## src/sv/bdq_pkg.sv

```systemverilog
`timescale 1ns / 1ps
`default_nettype none
// ---------------------------------------------------------------------------
// bdq_pkg
// Shared types and constants for the bounded deque with search.
// ---------------------------------------------------------------------------
package bdq_pkg;
  localparam int DEPTH_DEF = 16;
  localparam int WORD_W    = 32;
  localparam int CNT_W     = 5;

  typedef enum logic [2:0] {
    OP_PUSH_FRONT = 3'd0,
    OP_PUSH_BACK  = 3'd1,
    OP_POP_FRONT  = 3'd2,
    OP_POP_BACK   = 3'd3,
    OP_COUNT      = 3'd4,
    OP_DELETE     = 3'd5,
    OP_CLEAR      = 3'd6,
    OP_DEDUP      = 3'd7
  } op_t;

  typedef enum logic [1:0] {
    ST_DONE     = 2'd0,
    ST_NOTFOUND = 2'd1,
    ST_FULL     = 2'd2
  } status_t;

  typedef enum logic [2:0] {
    S_IDLE,
    S_WALK,
    S_SHIFT,
    S_RESULT
  } state_t;

  // controller -> datapath
  typedef struct packed {
    logic start;   // latch request, reset walk
    logic walk;    // compare/advance one step
    logic shift;   // move one entry toward front
  } cmd_t;

  // datapath -> controller
  typedef struct packed {
    logic walk_done;
    logic shift_done;
    logic need_walk;
  } sts_t;
endpackage
`default_nettype wire

```

## src/sv/bdq_ram.sv

```systemverilog
`timescale 1ns / 1ps
`default_nettype none
// ---------------------------------------------------------------------------
// bdq_ram
// Generic single-write, dual-read RAM with registered read data.
// ---------------------------------------------------------------------------
module bdq_ram #(
  parameter int WIDTH = 32,
  parameter int DEPTH = 16,
  localparam int AW = (DEPTH > 1) ? $clog2(DEPTH) : 1
) (
  input  wire logic             clk,
  input  wire logic             we,
  input  wire logic [AW-1:0]    waddr,
  input  wire logic [WIDTH-1:0] wdata,
  input  wire logic [AW-1:0]    raddr_a,
  output logic      [WIDTH-1:0] rdata_a,
  input  wire logic [AW-1:0]    raddr_b,
  output logic      [WIDTH-1:0] rdata_b
);
  logic [WIDTH-1:0] mem [DEPTH];

  always_ff @(posedge clk) begin
    if (we) begin
      mem[waddr] <= wdata;
    end
    rdata_a <= mem[raddr_a];
    rdata_b <= mem[raddr_b];
  end
endmodule
`default_nettype wire

```

## src/sv/bdq_ctrl.sv

```systemverilog
`timescale 1ns / 1ps
`default_nettype none
// ---------------------------------------------------------------------------
// bdq_ctrl
// Controller: sequences accept, walk, shift and result phases.
// ---------------------------------------------------------------------------
module bdq_ctrl (
  input  wire logic          clk,
  input  wire logic          rst_n,
  input  wire logic          in_valid,
  output logic               in_ready,
  output logic               out_valid,
  input  wire logic          out_ready,
  output bdq_pkg::cmd_t      cmd,
  input  wire bdq_pkg::sts_t sts
);
  import bdq_pkg::*;

  state_t state_r, state_nxt;

  always_ff @(posedge clk) begin
    if (!rst_n) begin
      state_r <= S_IDLE;
    end else begin
      state_r <= state_nxt;
    end
  end

  always_comb begin
    state_nxt = state_r;
    case (state_r)
      S_IDLE:   if (in_valid) state_nxt = S_WALK;
      S_WALK: begin
        if (sts.walk_done) state_nxt = sts.need_walk ? S_SHIFT : S_RESULT;
      end
      S_SHIFT:  if (sts.shift_done) state_nxt = S_RESULT;
      S_RESULT: if (out_ready) state_nxt = S_IDLE;
      default:  state_nxt = S_IDLE;
    endcase
  end

  always_comb begin
    in_ready   = 1'b0;
    out_valid  = 1'b0;
    cmd        = '0;
    case (state_r)
      S_IDLE: begin
        in_ready  = rst_n;
        cmd.start = in_valid && rst_n;
      end
      S_WALK: begin
        cmd.walk = 1'b1;
      end
      S_SHIFT: begin
        cmd.shift = 1'b1;
      end
      S_RESULT: out_valid = 1'b1;
      default: ;
    endcase
  end
endmodule
`default_nettype wire

```

## src/sv/bdq_dp.sv

```systemverilog
`timescale 1ns / 1ps
`default_nettype none
// ---------------------------------------------------------------------------
// bdq_dp
// Datapath: entry RAM, fill count, walk pointers and result registers.
// Storage is a ring: head points at the front entry.
// ---------------------------------------------------------------------------
module bdq_dp #(
  parameter int DEPTH = bdq_pkg::DEPTH_DEF,
  localparam int AW = (DEPTH > 1) ? $clog2(DEPTH) : 1,
  localparam int CW = $clog2(DEPTH + 1)
) (
  input  wire logic                       clk,
  input  wire logic                       rst_n,
  input  wire logic [2:0]                 in_opcode,
  input  wire logic signed [31:0]         in_value_in,
  input  wire bdq_pkg::cmd_t              cmd,
  output bdq_pkg::sts_t                   sts,
  output logic [1:0]                      out_status,
  output logic signed [31:0]              out_value_out,
  output logic [4:0]                      out_match_count,
  output logic [4:0]                      out_size_now,
  output logic                            out_empty
);
  import bdq_pkg::*;

  // Walk steps: i = logical read index, j = inner index (dedup) or write idx
  op_t                op_r;
  logic [WORD_W-1:0]  val_r;
  logic [AW-1:0]      head_r, head_nxt;
  logic [CW-1:0]      fill_r, fill_nxt;
  logic [CW-1:0]      i_r, i_nxt;       // outer logical index
  logic [CW-1:0]      j_r, j_nxt;       // inner / kept index
  logic [CW-1:0]      kept_r, kept_nxt;
  logic [CW-1:0]      mc_r, mc_nxt;
  logic               phase_r, phase_nxt; // 0: issue read, 1: data back
  logic               found_r, found_nxt;
  logic               done_r, done_nxt;
  logic [1:0]         st_r, st_nxt;
  logic [WORD_W-1:0]  vo_r, vo_nxt;

  logic               we;
  logic [AW-1:0]      waddr, ra, rb;
  logic [WORD_W-1:0]  wdata, rda, rdb;

  bdq_ram #(.WIDTH(WORD_W), .DEPTH(DEPTH)) u_ram (
    .clk(clk), .we(we), .waddr(waddr), .wdata(wdata),
    .raddr_a(ra), .rdata_a(rda), .raddr_b(rb), .rdata_b(rdb)
  );

  function automatic logic [AW-1:0] phys(input logic [AW-1:0] h,
                                         input logic [CW-1:0] k);
    logic [CW:0] s;
    s = (CW+1)'(h) + (CW+1)'(k);
    if (s >= (CW+1)'(DEPTH)) s = s - (CW+1)'(DEPTH);
    return s[AW-1:0];
  endfunction

  logic [AW-1:0] head_dec;
  assign head_dec = (head_r == '0) ? AW'(DEPTH - 1) : head_r - AW'(1);

  always_ff @(posedge clk) begin
    if (!rst_n) begin
      fill_r <= '0;
      head_r <= '0;
    end else begin
      fill_r <= fill_nxt;
      head_r <= head_nxt;
    end
    op_r    <= cmd.start ? op_t'(in_opcode) : op_r;
    val_r   <= cmd.start ? in_value_in : val_r;
    i_r     <= i_nxt;
    j_r     <= j_nxt;
    kept_r  <= kept_nxt;
    mc_r    <= mc_nxt;
    phase_r <= phase_nxt;
    found_r <= found_nxt;
    done_r  <= done_nxt;
    st_r    <= st_nxt;
    vo_r    <= vo_nxt;
  end

  logic full, empty;
  assign full  = (fill_r == CW'(DEPTH));
  assign empty = (fill_r == '0);

  always_comb begin
    head_nxt  = head_r;
    fill_nxt  = fill_r;
    i_nxt     = i_r;
    j_nxt     = j_r;
    kept_nxt  = kept_r;
    mc_nxt    = mc_r;
    phase_nxt = phase_r;
    found_nxt = found_r;
    done_nxt  = done_r;
    st_nxt    = st_r;
    vo_nxt    = vo_r;
    we        = 1'b0;
    waddr     = '0;
    wdata     = val_r;
    ra        = phys(head_r, i_r);
    rb        = phys(head_r, j_r);
    sts       = '0;

    if (cmd.start) begin
      i_nxt     = '0;
      j_nxt     = '0;
      kept_nxt  = '0;
      mc_nxt    = '0;
      phase_nxt = 1'b0;
      found_nxt = 1'b0;
      done_nxt  = 1'b0;
      st_nxt    = ST_DONE;
      vo_nxt    = '0;
    end

    if (cmd.walk) begin
      case (op_r)
        OP_PUSH_FRONT: begin
          sts.walk_done = 1'b1;
          if (full) st_nxt = ST_FULL;
          else begin
            we       = 1'b1;
            waddr    = head_dec;
            head_nxt = head_dec;
            fill_nxt = fill_r + CW'(1);
          end
        end
        OP_PUSH_BACK: begin
          sts.walk_done = 1'b1;
          if (full) st_nxt = ST_FULL;
          else begin
            we       = 1'b1;
            waddr    = phys(head_r, fill_r);
            fill_nxt = fill_r + CW'(1);
          end
        end
        OP_POP_FRONT, OP_POP_BACK: begin
          if (empty) begin
            sts.walk_done = 1'b1;
            st_nxt = ST_NOTFOUND;
          end else if (!phase_r) begin
            i_nxt     = (op_r == OP_POP_FRONT) ? '0 : fill_r - CW'(1);
            phase_nxt = 1'b1;
          end else if (!done_r) begin
            done_nxt = 1'b1; // read issued with i_r this cycle
          end else begin
            sts.walk_done = 1'b1;
            vo_nxt   = rda;
            fill_nxt = fill_r - CW'(1);
            if (op_r == OP_POP_FRONT) head_nxt = phys(head_r, CW'(1));
          end
        end
        OP_COUNT, OP_DELETE: begin
          // phase 0: address i, phase 1: compare data for i
          if (i_r == fill_r && !phase_r) begin
            sts.walk_done = 1'b1;
            if (op_r == OP_DELETE) st_nxt = ST_NOTFOUND;
          end else if (!phase_r) begin
            phase_nxt = 1'b1;
          end else begin
            phase_nxt = 1'b0;
            if (rda == val_r) begin
              if (op_r == OP_COUNT) mc_nxt = mc_r + CW'(1);
              else begin
                sts.walk_done  = 1'b1;
                sts.need_walk  = 1'b1;
                found_nxt      = 1'b1;
                j_nxt          = i_r;
              end
            end
            if (!(op_r == OP_DELETE && rda == val_r)) i_nxt = i_r + CW'(1);
          end
        end
        OP_CLEAR: begin
          sts.walk_done = 1'b1;
          fill_nxt = '0;
        end
        default: begin // dedup: i outer, j inner over kept
          if (i_r == fill_r && !phase_r) begin
            sts.walk_done = 1'b1;
            fill_nxt = kept_r;
          end else if (!phase_r) begin
            phase_nxt = 1'b1;
            j_nxt     = '0;
            found_nxt = 1'b0;
          end else if (j_r == kept_r || found_r) begin
            // hold the write-back until done_r is set, so rda is current
            if (!done_r) done_nxt = 1'b1;
            else begin
              done_nxt  = 1'b0;
              phase_nxt = 1'b0;
              if (!found_r) begin
                we       = 1'b1;
                waddr    = phys(head_r, kept_r);
                wdata    = rda;
                kept_nxt = kept_r + CW'(1);
              end
              i_nxt = i_r + CW'(1);
            end
          end else if (!done_r) begin
            done_nxt = 1'b1; // read of j in flight
          end else begin
            done_nxt = 1'b0;
            if (rdb == rda) found_nxt = 1'b1;
            else j_nxt = j_r + CW'(1);
          end
        end
      endcase
    end

    if (cmd.shift) begin
      // close gap at j: entry[j] <= entry[j+1]
      rb = phys(head_r, j_r + CW'(1));
      if (j_r + CW'(1) >= fill_r) begin
        sts.shift_done = 1'b1;
        fill_nxt = fill_r - CW'(1);
      end else if (!done_r) begin
        done_nxt = 1'b1;
      end else begin
        done_nxt = 1'b0;
        we       = 1'b1;
        waddr    = phys(head_r, j_r);
        wdata    = rdb;
        j_nxt    = j_r + CW'(1);
      end
    end
  end

  assign out_status      = st_r;
  assign out_value_out   = vo_r;
  assign out_match_count = 5'(mc_r) & {5{op_r == OP_COUNT}};
  assign out_size_now    = 5'(fill_r);
  assign out_empty       = (fill_r == '0);
endmodule
`default_nettype wire

```

## src/sv/bounded_deque_with_search.sv

```systemverilog
`timescale 1ns / 1ps
`default_nettype none
// ---------------------------------------------------------------------------
// bounded_deque_with_search
// Bounded double-ended queue of signed words with count, delete and dedup.
//
//   channel | ports                                       | direction
//   in      | in_valid/in_ready, in_opcode, in_value_in   | request in
//   out     | out_valid/out_ready, out_status..out_empty  | result out
//
// Push/clear need no RAM read; pop reads the front or back entry. Count and
// delete walk the store entry by entry; a delete that finds its value then
// shifts later entries forward. Dedup keeps each first value. One request
// at a time; the result holds until taken. A synchronous reset empties the store.
// ---------------------------------------------------------------------------
module bounded_deque_with_search #(
  parameter int DEPTH = bdq_pkg::DEPTH_DEF
) (
  input  wire logic               clk,
  input  wire logic               rst_n,
  input  wire logic               in_valid,
  output logic                    in_ready,
  input  wire logic [2:0]         in_opcode,
  input  wire logic signed [31:0] in_value_in,
  output logic                    out_valid,
  input  wire logic               out_ready,
  output logic [1:0]              out_status,
  output logic signed [31:0]      out_value_out,
  output logic [4:0]              out_match_count,
  output logic [4:0]              out_size_now,
  output logic                    out_empty
);
  import bdq_pkg::*;

  cmd_t cmd;
  sts_t sts;

  bdq_ctrl u_ctrl (
    .clk(clk), .rst_n(rst_n), .in_valid(in_valid), .in_ready(in_ready),
    .out_valid(out_valid), .out_ready(out_ready), .cmd(cmd), .sts(sts)
  );

  bdq_dp #(.DEPTH(DEPTH)) u_dp (
    .clk(clk), .rst_n(rst_n), .in_opcode(in_opcode), .in_value_in(in_value_in),
    .cmd(cmd), .sts(sts), .out_status(out_status), .out_value_out(out_value_out),
    .out_match_count(out_match_count), .out_size_now(out_size_now),
    .out_empty(out_empty)
  );
endmodule
`default_nettype wire

```

## config.mk

```make
export PLATFORM = sky130hd
export DESIGN_NAME = bounded_deque_with_search
export DESIGN_NICKNAME = d
export VERILOG_FILES = /design/src/sv/bdq_pkg.sv /design/src/sv/bdq_ram.sv /design/src/sv/bdq_ctrl.sv /design/src/sv/bdq_dp.sv /design/src/sv/bounded_deque_with_search.sv
export SDC_FILE = /design/constraint.sdc
export NUM_CORES = 1
export LEC_CHECK = 0
export BUFFER_PORTS_ARGS = -buffer_cell sky130_fd_sc_hd__buf_4
export CAP_MARGIN = 5
export CORE_MARGIN = 4
export CORE_UTILIZATION = 30
export DETAILED_ROUTE_END_ITERATION = 10
export PLACE_DENSITY = 0.49
export SETUP_SLACK_MARGIN = 0.1
export SYNTH_ARGS = -nofsm -noshare
export SYNTH_HDL_FRONTEND = slang
export SYNTH_SLANG_ARGS = --single-unit
```

## constraint.sdc

```tcl
create_clock -name clk -period 14.4 [get_ports clk]
set_input_delay 2.16 -clock clk [delete_from_list [all_inputs] [get_ports clk]]
set_output_delay 2.16 -clock clk [all_outputs]
set_load 0.05 [all_outputs]
```

Word-level counts from Yosys, hierarchy flattened
Memories as Yosys holds them, arrays and structs flattened. A register that Yosys moved wholly into a read port is not among the register bits.
Cells that the tools add are included.

word-level totals
  output and inout port bits = 47
  memories kept = 1
  bits in writable memories = 512
  bits in registers = 104
  bits of input ports = 39

memories
  name            depth  width  rd ports  clocked after Yosys merged registers in  wr ports  RTL line       source
  u_dp.u_ram.mem  16     32     2         2                                        1         bdq_ram.sv:21  logic [WIDTH-1:0] mem [DEPTH];

cells by class
  mux-type cells = 174
  reductions and logical operators = 20
  equality and inequality tests = 23
  bitwise logic cells = 1
  $add $sub $neg = 19
  magnitude comparators = 7

operator list
  kind                                                 count
  two-way mux 32 bit                                   16
  two-way mux 5 bit                                    49
  two-way mux 4 bit                                    24
  == test 32 bit                                       2
  two-way mux 1 bit                                    63
  adder 4 x 5 -> 6 bit                                 5
  >= comparator 6 x 5 -> 1 bit, second input constant  5
  subtractor 4 x 1 -> 4 bit, second input constant     7
  adder 5 x 1 -> 5 bit, second input constant          5
  case mux 5 bit (4 select lines)                      1
  case mux 5 bit (3 select lines)                      1
  OR reduction 5 bit                                   3
  == test 3 x 2 -> 1 bit, second input constant        4
  two-way mux 2 bit                                    6
  two-way mux 3 bit                                    4
  inequality test 2 bit, second input constant         6
  case mux 3 bit (4 select lines)                      1
  case mux 4 bit (3 select lines)                      1
  == test 5 bit                                        2
  case mux 5 bit (2 select lines)                      1
  == test 3 bit, second input constant                 3
  case mux 4 bit (2 select lines)                      1
  AND reduction 7 bit                                  1
  OR reduction 7 bit                                   1
  other kinds (21)                                     32

Longest topological paths before layout
  word-level depth = 13
  mapped depth = 12
  depth with buffers taken out = 10

By module
Synthesis repeated with hierarchy kept, for this count alone.

second synthesis, totals
  cells, all modules = 2051
  area, all modules = 31624.1 µm²

modules (own cells, without submodules)
  module    seq. area each (µm²)  instances  cells an instance  area each (µm²)
  bdq_ram   16656.0               1          1141               24203.2
  bdq_dp    2372.3                1          886                7188.1
  bdq_ctrl  40.0                  1          24                 232.7

Least setup slack after synthesis
OpenSTA, ideal clock, no wires.

  path type = in2out
  start point = input rst_n
  end point = output in_ready
  required time = 12.240 ns
  path slack = 9.652 ns
  path buffers = 0
  arrival = 2.588 ns
  cell stages on the path = 1
  cells stage by stage = and2_1

on the way
  cells in the longest elaborated chain, start to end = 1

ends and longest elaborated chain
  what               RTL line                         source
  from (decl)        bounded_deque_with_search.sv:20  input wire logic rst_n,
  two-way mux 1 bit  bdq_ctrl.sv:46                   case (state_r)
  to (decl)          bounded_deque_with_search.sv:22  output logic in_ready,

Every way passes these cells.

Worst setup path in the final report
  start point = register u_dp.j_r[2]
  end point = memory u_dp.u_ram.mem[4][5], enable pin

on the way
  cells in the longest elaborated chain, start to end = 12
  elaborated cells on any way between the ends = 26

ends and longest elaborated chain
  what                                     RTL line       source
  from (decl)                              bdq_dp.sv:33   logic [CW-1:0] j_r, j_nxt;
  from (signal assigned)                   bdq_dp.sv:73   j_r <= j_nxt;
  == test 5 bit                            bdq_dp.sv:188  end else if (j_r == kept_r || found_r) begin
  logical OR 1 bit                         bdq_dp.sv:188
  two-way mux 1 bit                        bdq_dp.sv:188
  two-way mux 1 bit                        bdq_dp.sv:184  end else if (!phase_r) begin
  two-way mux 1 bit                        bdq_dp.sv:181  if (i_r == fill_r && !phase_r) begin
  case mux 1 bit (2 select lines)          bdq_dp.sv:119  case (op_r)
  two-way mux 1 bit                        bdq_dp.sv:118  if (cmd.walk) begin
  two-way mux 1 bit                        bdq_dp.sv:219  end else if (!done_r) begin
  two-way mux 1 bit                        bdq_dp.sv:216  if (j_r + CW'(1) >= fill_r) begin
  two-way mux 1 bit                        bdq_dp.sv:213  if (cmd.shift) begin
  two-way mux 1 bit                        bdq_ram.sv:24  if (we) begin
  two-way mux 1 bit (implied by the code)  bdq_ram.sv:25  mem[waddr] <= wdata;
  to (decl)                                bdq_ram.sv:21

Parallel ways exist; a longest one is shown, timed or not.

==> flow_summary.json <==
{
  "required_ns": 14.68,
  "worstPathMaxFanout": 72,
  "clk_path_buf_depth": 3,
  "period_needed_ns": 5.13,
  "vias_per_cell": 5.53,
  "clock_sink_count": 679,
  "outcome": "complete, no violations",
  "cp.buffers_inverters": 2,
  "cts-htree-levels": 3,
  "met3_usage_pct": 3.98,
  "stdcell_area_mm2": 0.0371,
  "die_h_um": 335,
  "overflow": 0,
  "maxSlewViolCount": 0,
  "ys_seq_area_share_pct": 59.4,
  "die_x_um": 335,
  "syn_nets": 2223,
  "wirelength_um": 98900,
  "leakagePower_nw": 12.0,
  "timing.fmax_mhz": 195,
  "multiInputGateArea_mm2": 0.0125,
  "drc_errors": 0,
  "drive_gt1_share_pct": 24.7,
  "grt_util_met2_pct": 27.8,
  "hold_buffers": 0,
  "crit_arrival_ns": 5.41,
  "dieArea_mm2": 0.112,
  "grtUsageMet1_pct": 24.0,
  "fin_setup_tns_ns": 0,
  "gp_congestion": 0.838,
  "powerDensity_mw_per_mm2": 205,
  "yosysWarnings": 0,
  "syn_avg_cell_area_um2": 14.9,
  "cts_resized": 0,
  "route.antenna.remaining_nets": 0,
  "initial_core_util_pct": 30.3,
  "root_buffer": "clkbuf_16",
  "dp.cells": 3520,
  "grt_max_degree": 88,
  "final-seq-area_mm2": 0.0191,
  "critPathKind": "flip-flop to flip-flop",
  "total_power_mw": 7.61,
  "grt_pass1_vias": 20900,
  "end_kind": "flip-flop",
  "nNetsFinal": 2290,
  "core_mm2": 0.106,
  "synthesis.instances": 2147,
  "antenna_found_initial": 2,
  "hold_viol": 0,
  "numPortBuffers": 85,
  "synth_edf_count": 547,
  "track_usage_pct": 17.4,
  "finClkSkew_ns": 0.0313,
  "clkSlewWorstSetupHoldPaths_ns": 0.06,
  "finalCritPeriodShare_pct": 35.6,
  "crit_chain": "nand3_1, and2_1, or2_2, ha_1, or2_2, a211oi_1, o21ai_4, buf_4, mux2_2, o21ai_0, nor2_4, buf_4",
  "area_delta_synth_final_pct": 15.6,
  "pre_cts_ws_ns": 9.23,
  "num_rows": 119,
  "cts_buffers": 77,
  "dpl.hpwl_um": 58500,
  "syn_area_mm2": 0.0321,
  "postCtsSetupRepairBufs": 0,
  "ys_types": 79,
  "cts_tree": "done",
  "max_slew.worst_pin.slew_ns": 1.28,
  "stdcell_count": 3669,
  "clock_latency_ns": 0.65,
  "crit_path_start_kind": "flip-flop",
  "top_usage_layer": "met2",
  "path_delay_family": "simple AND/OR/NAND/NOR gates",
  "rsz0062_at_grt": "false",
  "grt_pass1_wl_um": 144000,
  "critical_path.max_stage_delay_ns": 0.62,
  "setup_viol": 0,
  "hold_path.class": "flip-flop to flip-flop",
  "synth-seq-cells": 679,
  "place_area_mm2": 0.0344,
  "fill_cells": 10000,
  "num_vias": 20300,
  "synthArstFlopShare_pct": 0,
  "ys.flop_type": "edfxtp_1",
  "maxCapViolCount": 0,
  "slew_headroom_pct": 14.4,
  "finalWorstSetupSlack_ns": 9.27,
  "io_pins": 86,
  "wire_per_inst_um": 27.0,
  "crit_slowest_cell": "nor2_4",
  "firstDrtPassIters": 7,
  "drtIter0Drc": 2080,
  "vdd_drop_max_mv": 0.171
}
## synthesized netlist by cell type (4+ instances only)
cell        n  area (um^2)
a21boi_0    5         37.5
nand2_1   234          878
o22ai_1     9         56.3
o31a_1      4         35.0
nand4_1    15         93.8
buf_1      16         60.1
nor2b_1    39          244
o21ai_0    59          295
mux4_2    256         5770
o211ai_1    6         45.0
edfxtp_1  547        16400
o221ai_1    4         35.0
a211oi_1   68          510
o31ai_1     4         30.0
ha_1       32          400
fa_1        5          100
nor4_1      9         56.3
dfxtp_1   132         2640
a21oi_1    66          330
nor3_1      8         40.0
xor2_1     48          420
and3_1     14         87.6
nand3_1    33          165
nand2b_1    7         43.8
inv_1      29          109
buf_2      40          200
clkbuf_1   84          315
nor2_1     82          308
buf_4       4         30.0
mux2i_1    35          350
a311oi_1    4         35.0
and2_1     39          244
a21o_1      7         52.6
xnor2_1    56          490
or2_2       5         31.3
a31oi_1    73          457
## final timing paths
check / start / end / slack, ns / cells past startpoint
worst max register to register: u_dp.j_r[2] / u_dp.u_ram.mem[4][5] / 9.27 / 12
worst max-delay path: u_dp.j_r[2] / u_dp.u_ram.mem[4][5] / 9.27 / 12
worst min-delay path: u_dp.out_value_out[25] / u_dp.out_value_out[25] / 0.46 / 2
worst min register to register: u_dp.out_value_out[25] / u_dp.out_value_out[25] / 0.46 / 2
## sequential cells by signal, summed over array words and instances (netlist names)
register            count
u_dp.done_r             1
u_dp.u_ram.rdata_a     32
u_dp.out_status         2
u_ctrl.state_r          2
u_dp.out_value_out     32
u_dp.u_ram.mem        512
u_dp.head_r             4
u_dp.val_r             32
u_dp.i_r                5
u_dp.u_ram.rdata_b     32
u_dp.kept_r             5
u_dp.found_r            1
u_dp.j_r                5
u_dp.op_r               3
u_dp.phase_r            1
u_dp.out_size_now       5
u_dp.mc_r               5
## area by class of cell
| type | count | share of cell area [%] |
|---|---|---|
| sequential | 679 | 51.4 |
| multi-input combinational | 1292 | 33.8 |
| clock buffer | 97 | 5.62 |
| tap | 1391 | 4.69 |
| timing repair buffer | 133 | 2.73 |
| clock inverter | 45 | 1.41 |
| inverter | 31 | 0.327 |
| antenna | 1 | 0.00675 |
## power by group
group          switching, mW  leakage, nW  total, mW  internal [mW]
logic                   1.68         4.73       2.93           1.25
registers              0.260         6.02       2.68           2.42
clock network          0.824         1.26       2.00           1.18
total                   2.77         12.0       7.61           4.84
## routing by layer
metal / up-vias / share of wire [%] / routed length, um
li1: 8637 / - / -
met1: 10700 / 44 / 43200
met2: 794 / 47 / 46100
met3: 160 / 7.3 / 7260
met4: 2 / 2.4 / 2380
met5: - / 0.013 / 13
## cell families after synthesis
family	share of synthesized area, %
DFF	59.4
adders and majority gates	1.56
buffers and inverters	2.30
xor gates and xnor gates	2.84
muxes	19.2
AOI/OAI and AO/OA	7.33
and+or+nand+nor	7.35
## through the flow
step	hold slack (ns)	utilization, %
floorplan	0.447	-
global placement	0.454	32.5
detailed placement	0.455	32.6
CTS	0.463	35.0
global route	0.490	35.1
finish	0.458	35.1
## layout by cell type, fill, tap and decap left out, drive strengths merged, types with 33 or more instances in the layout
master,synthesis,routed
nor2,83,83
o21ai,61,61
nand2,235,235
xnor2,56,56
mux2i,35,35
a21oi,66,66
xor2,48,48
clkbuf,84,98
mux4,256,256
nand3,33,33
edfxtp,547,547
buf,61,132
dfxtp,132,132
and2,39,39
nor2b,39,39
a31oi,73,73
a211oi,68,68
## tightest hold or removal path: cells and delay by family (launching register included)
kind	cells	cell delay (ns)
and+or+nand+nor	1	0.05
AOI/OAI and AO/OA	1	0.06
DFF	1	0.31
(Power assumes the default switching activity.)
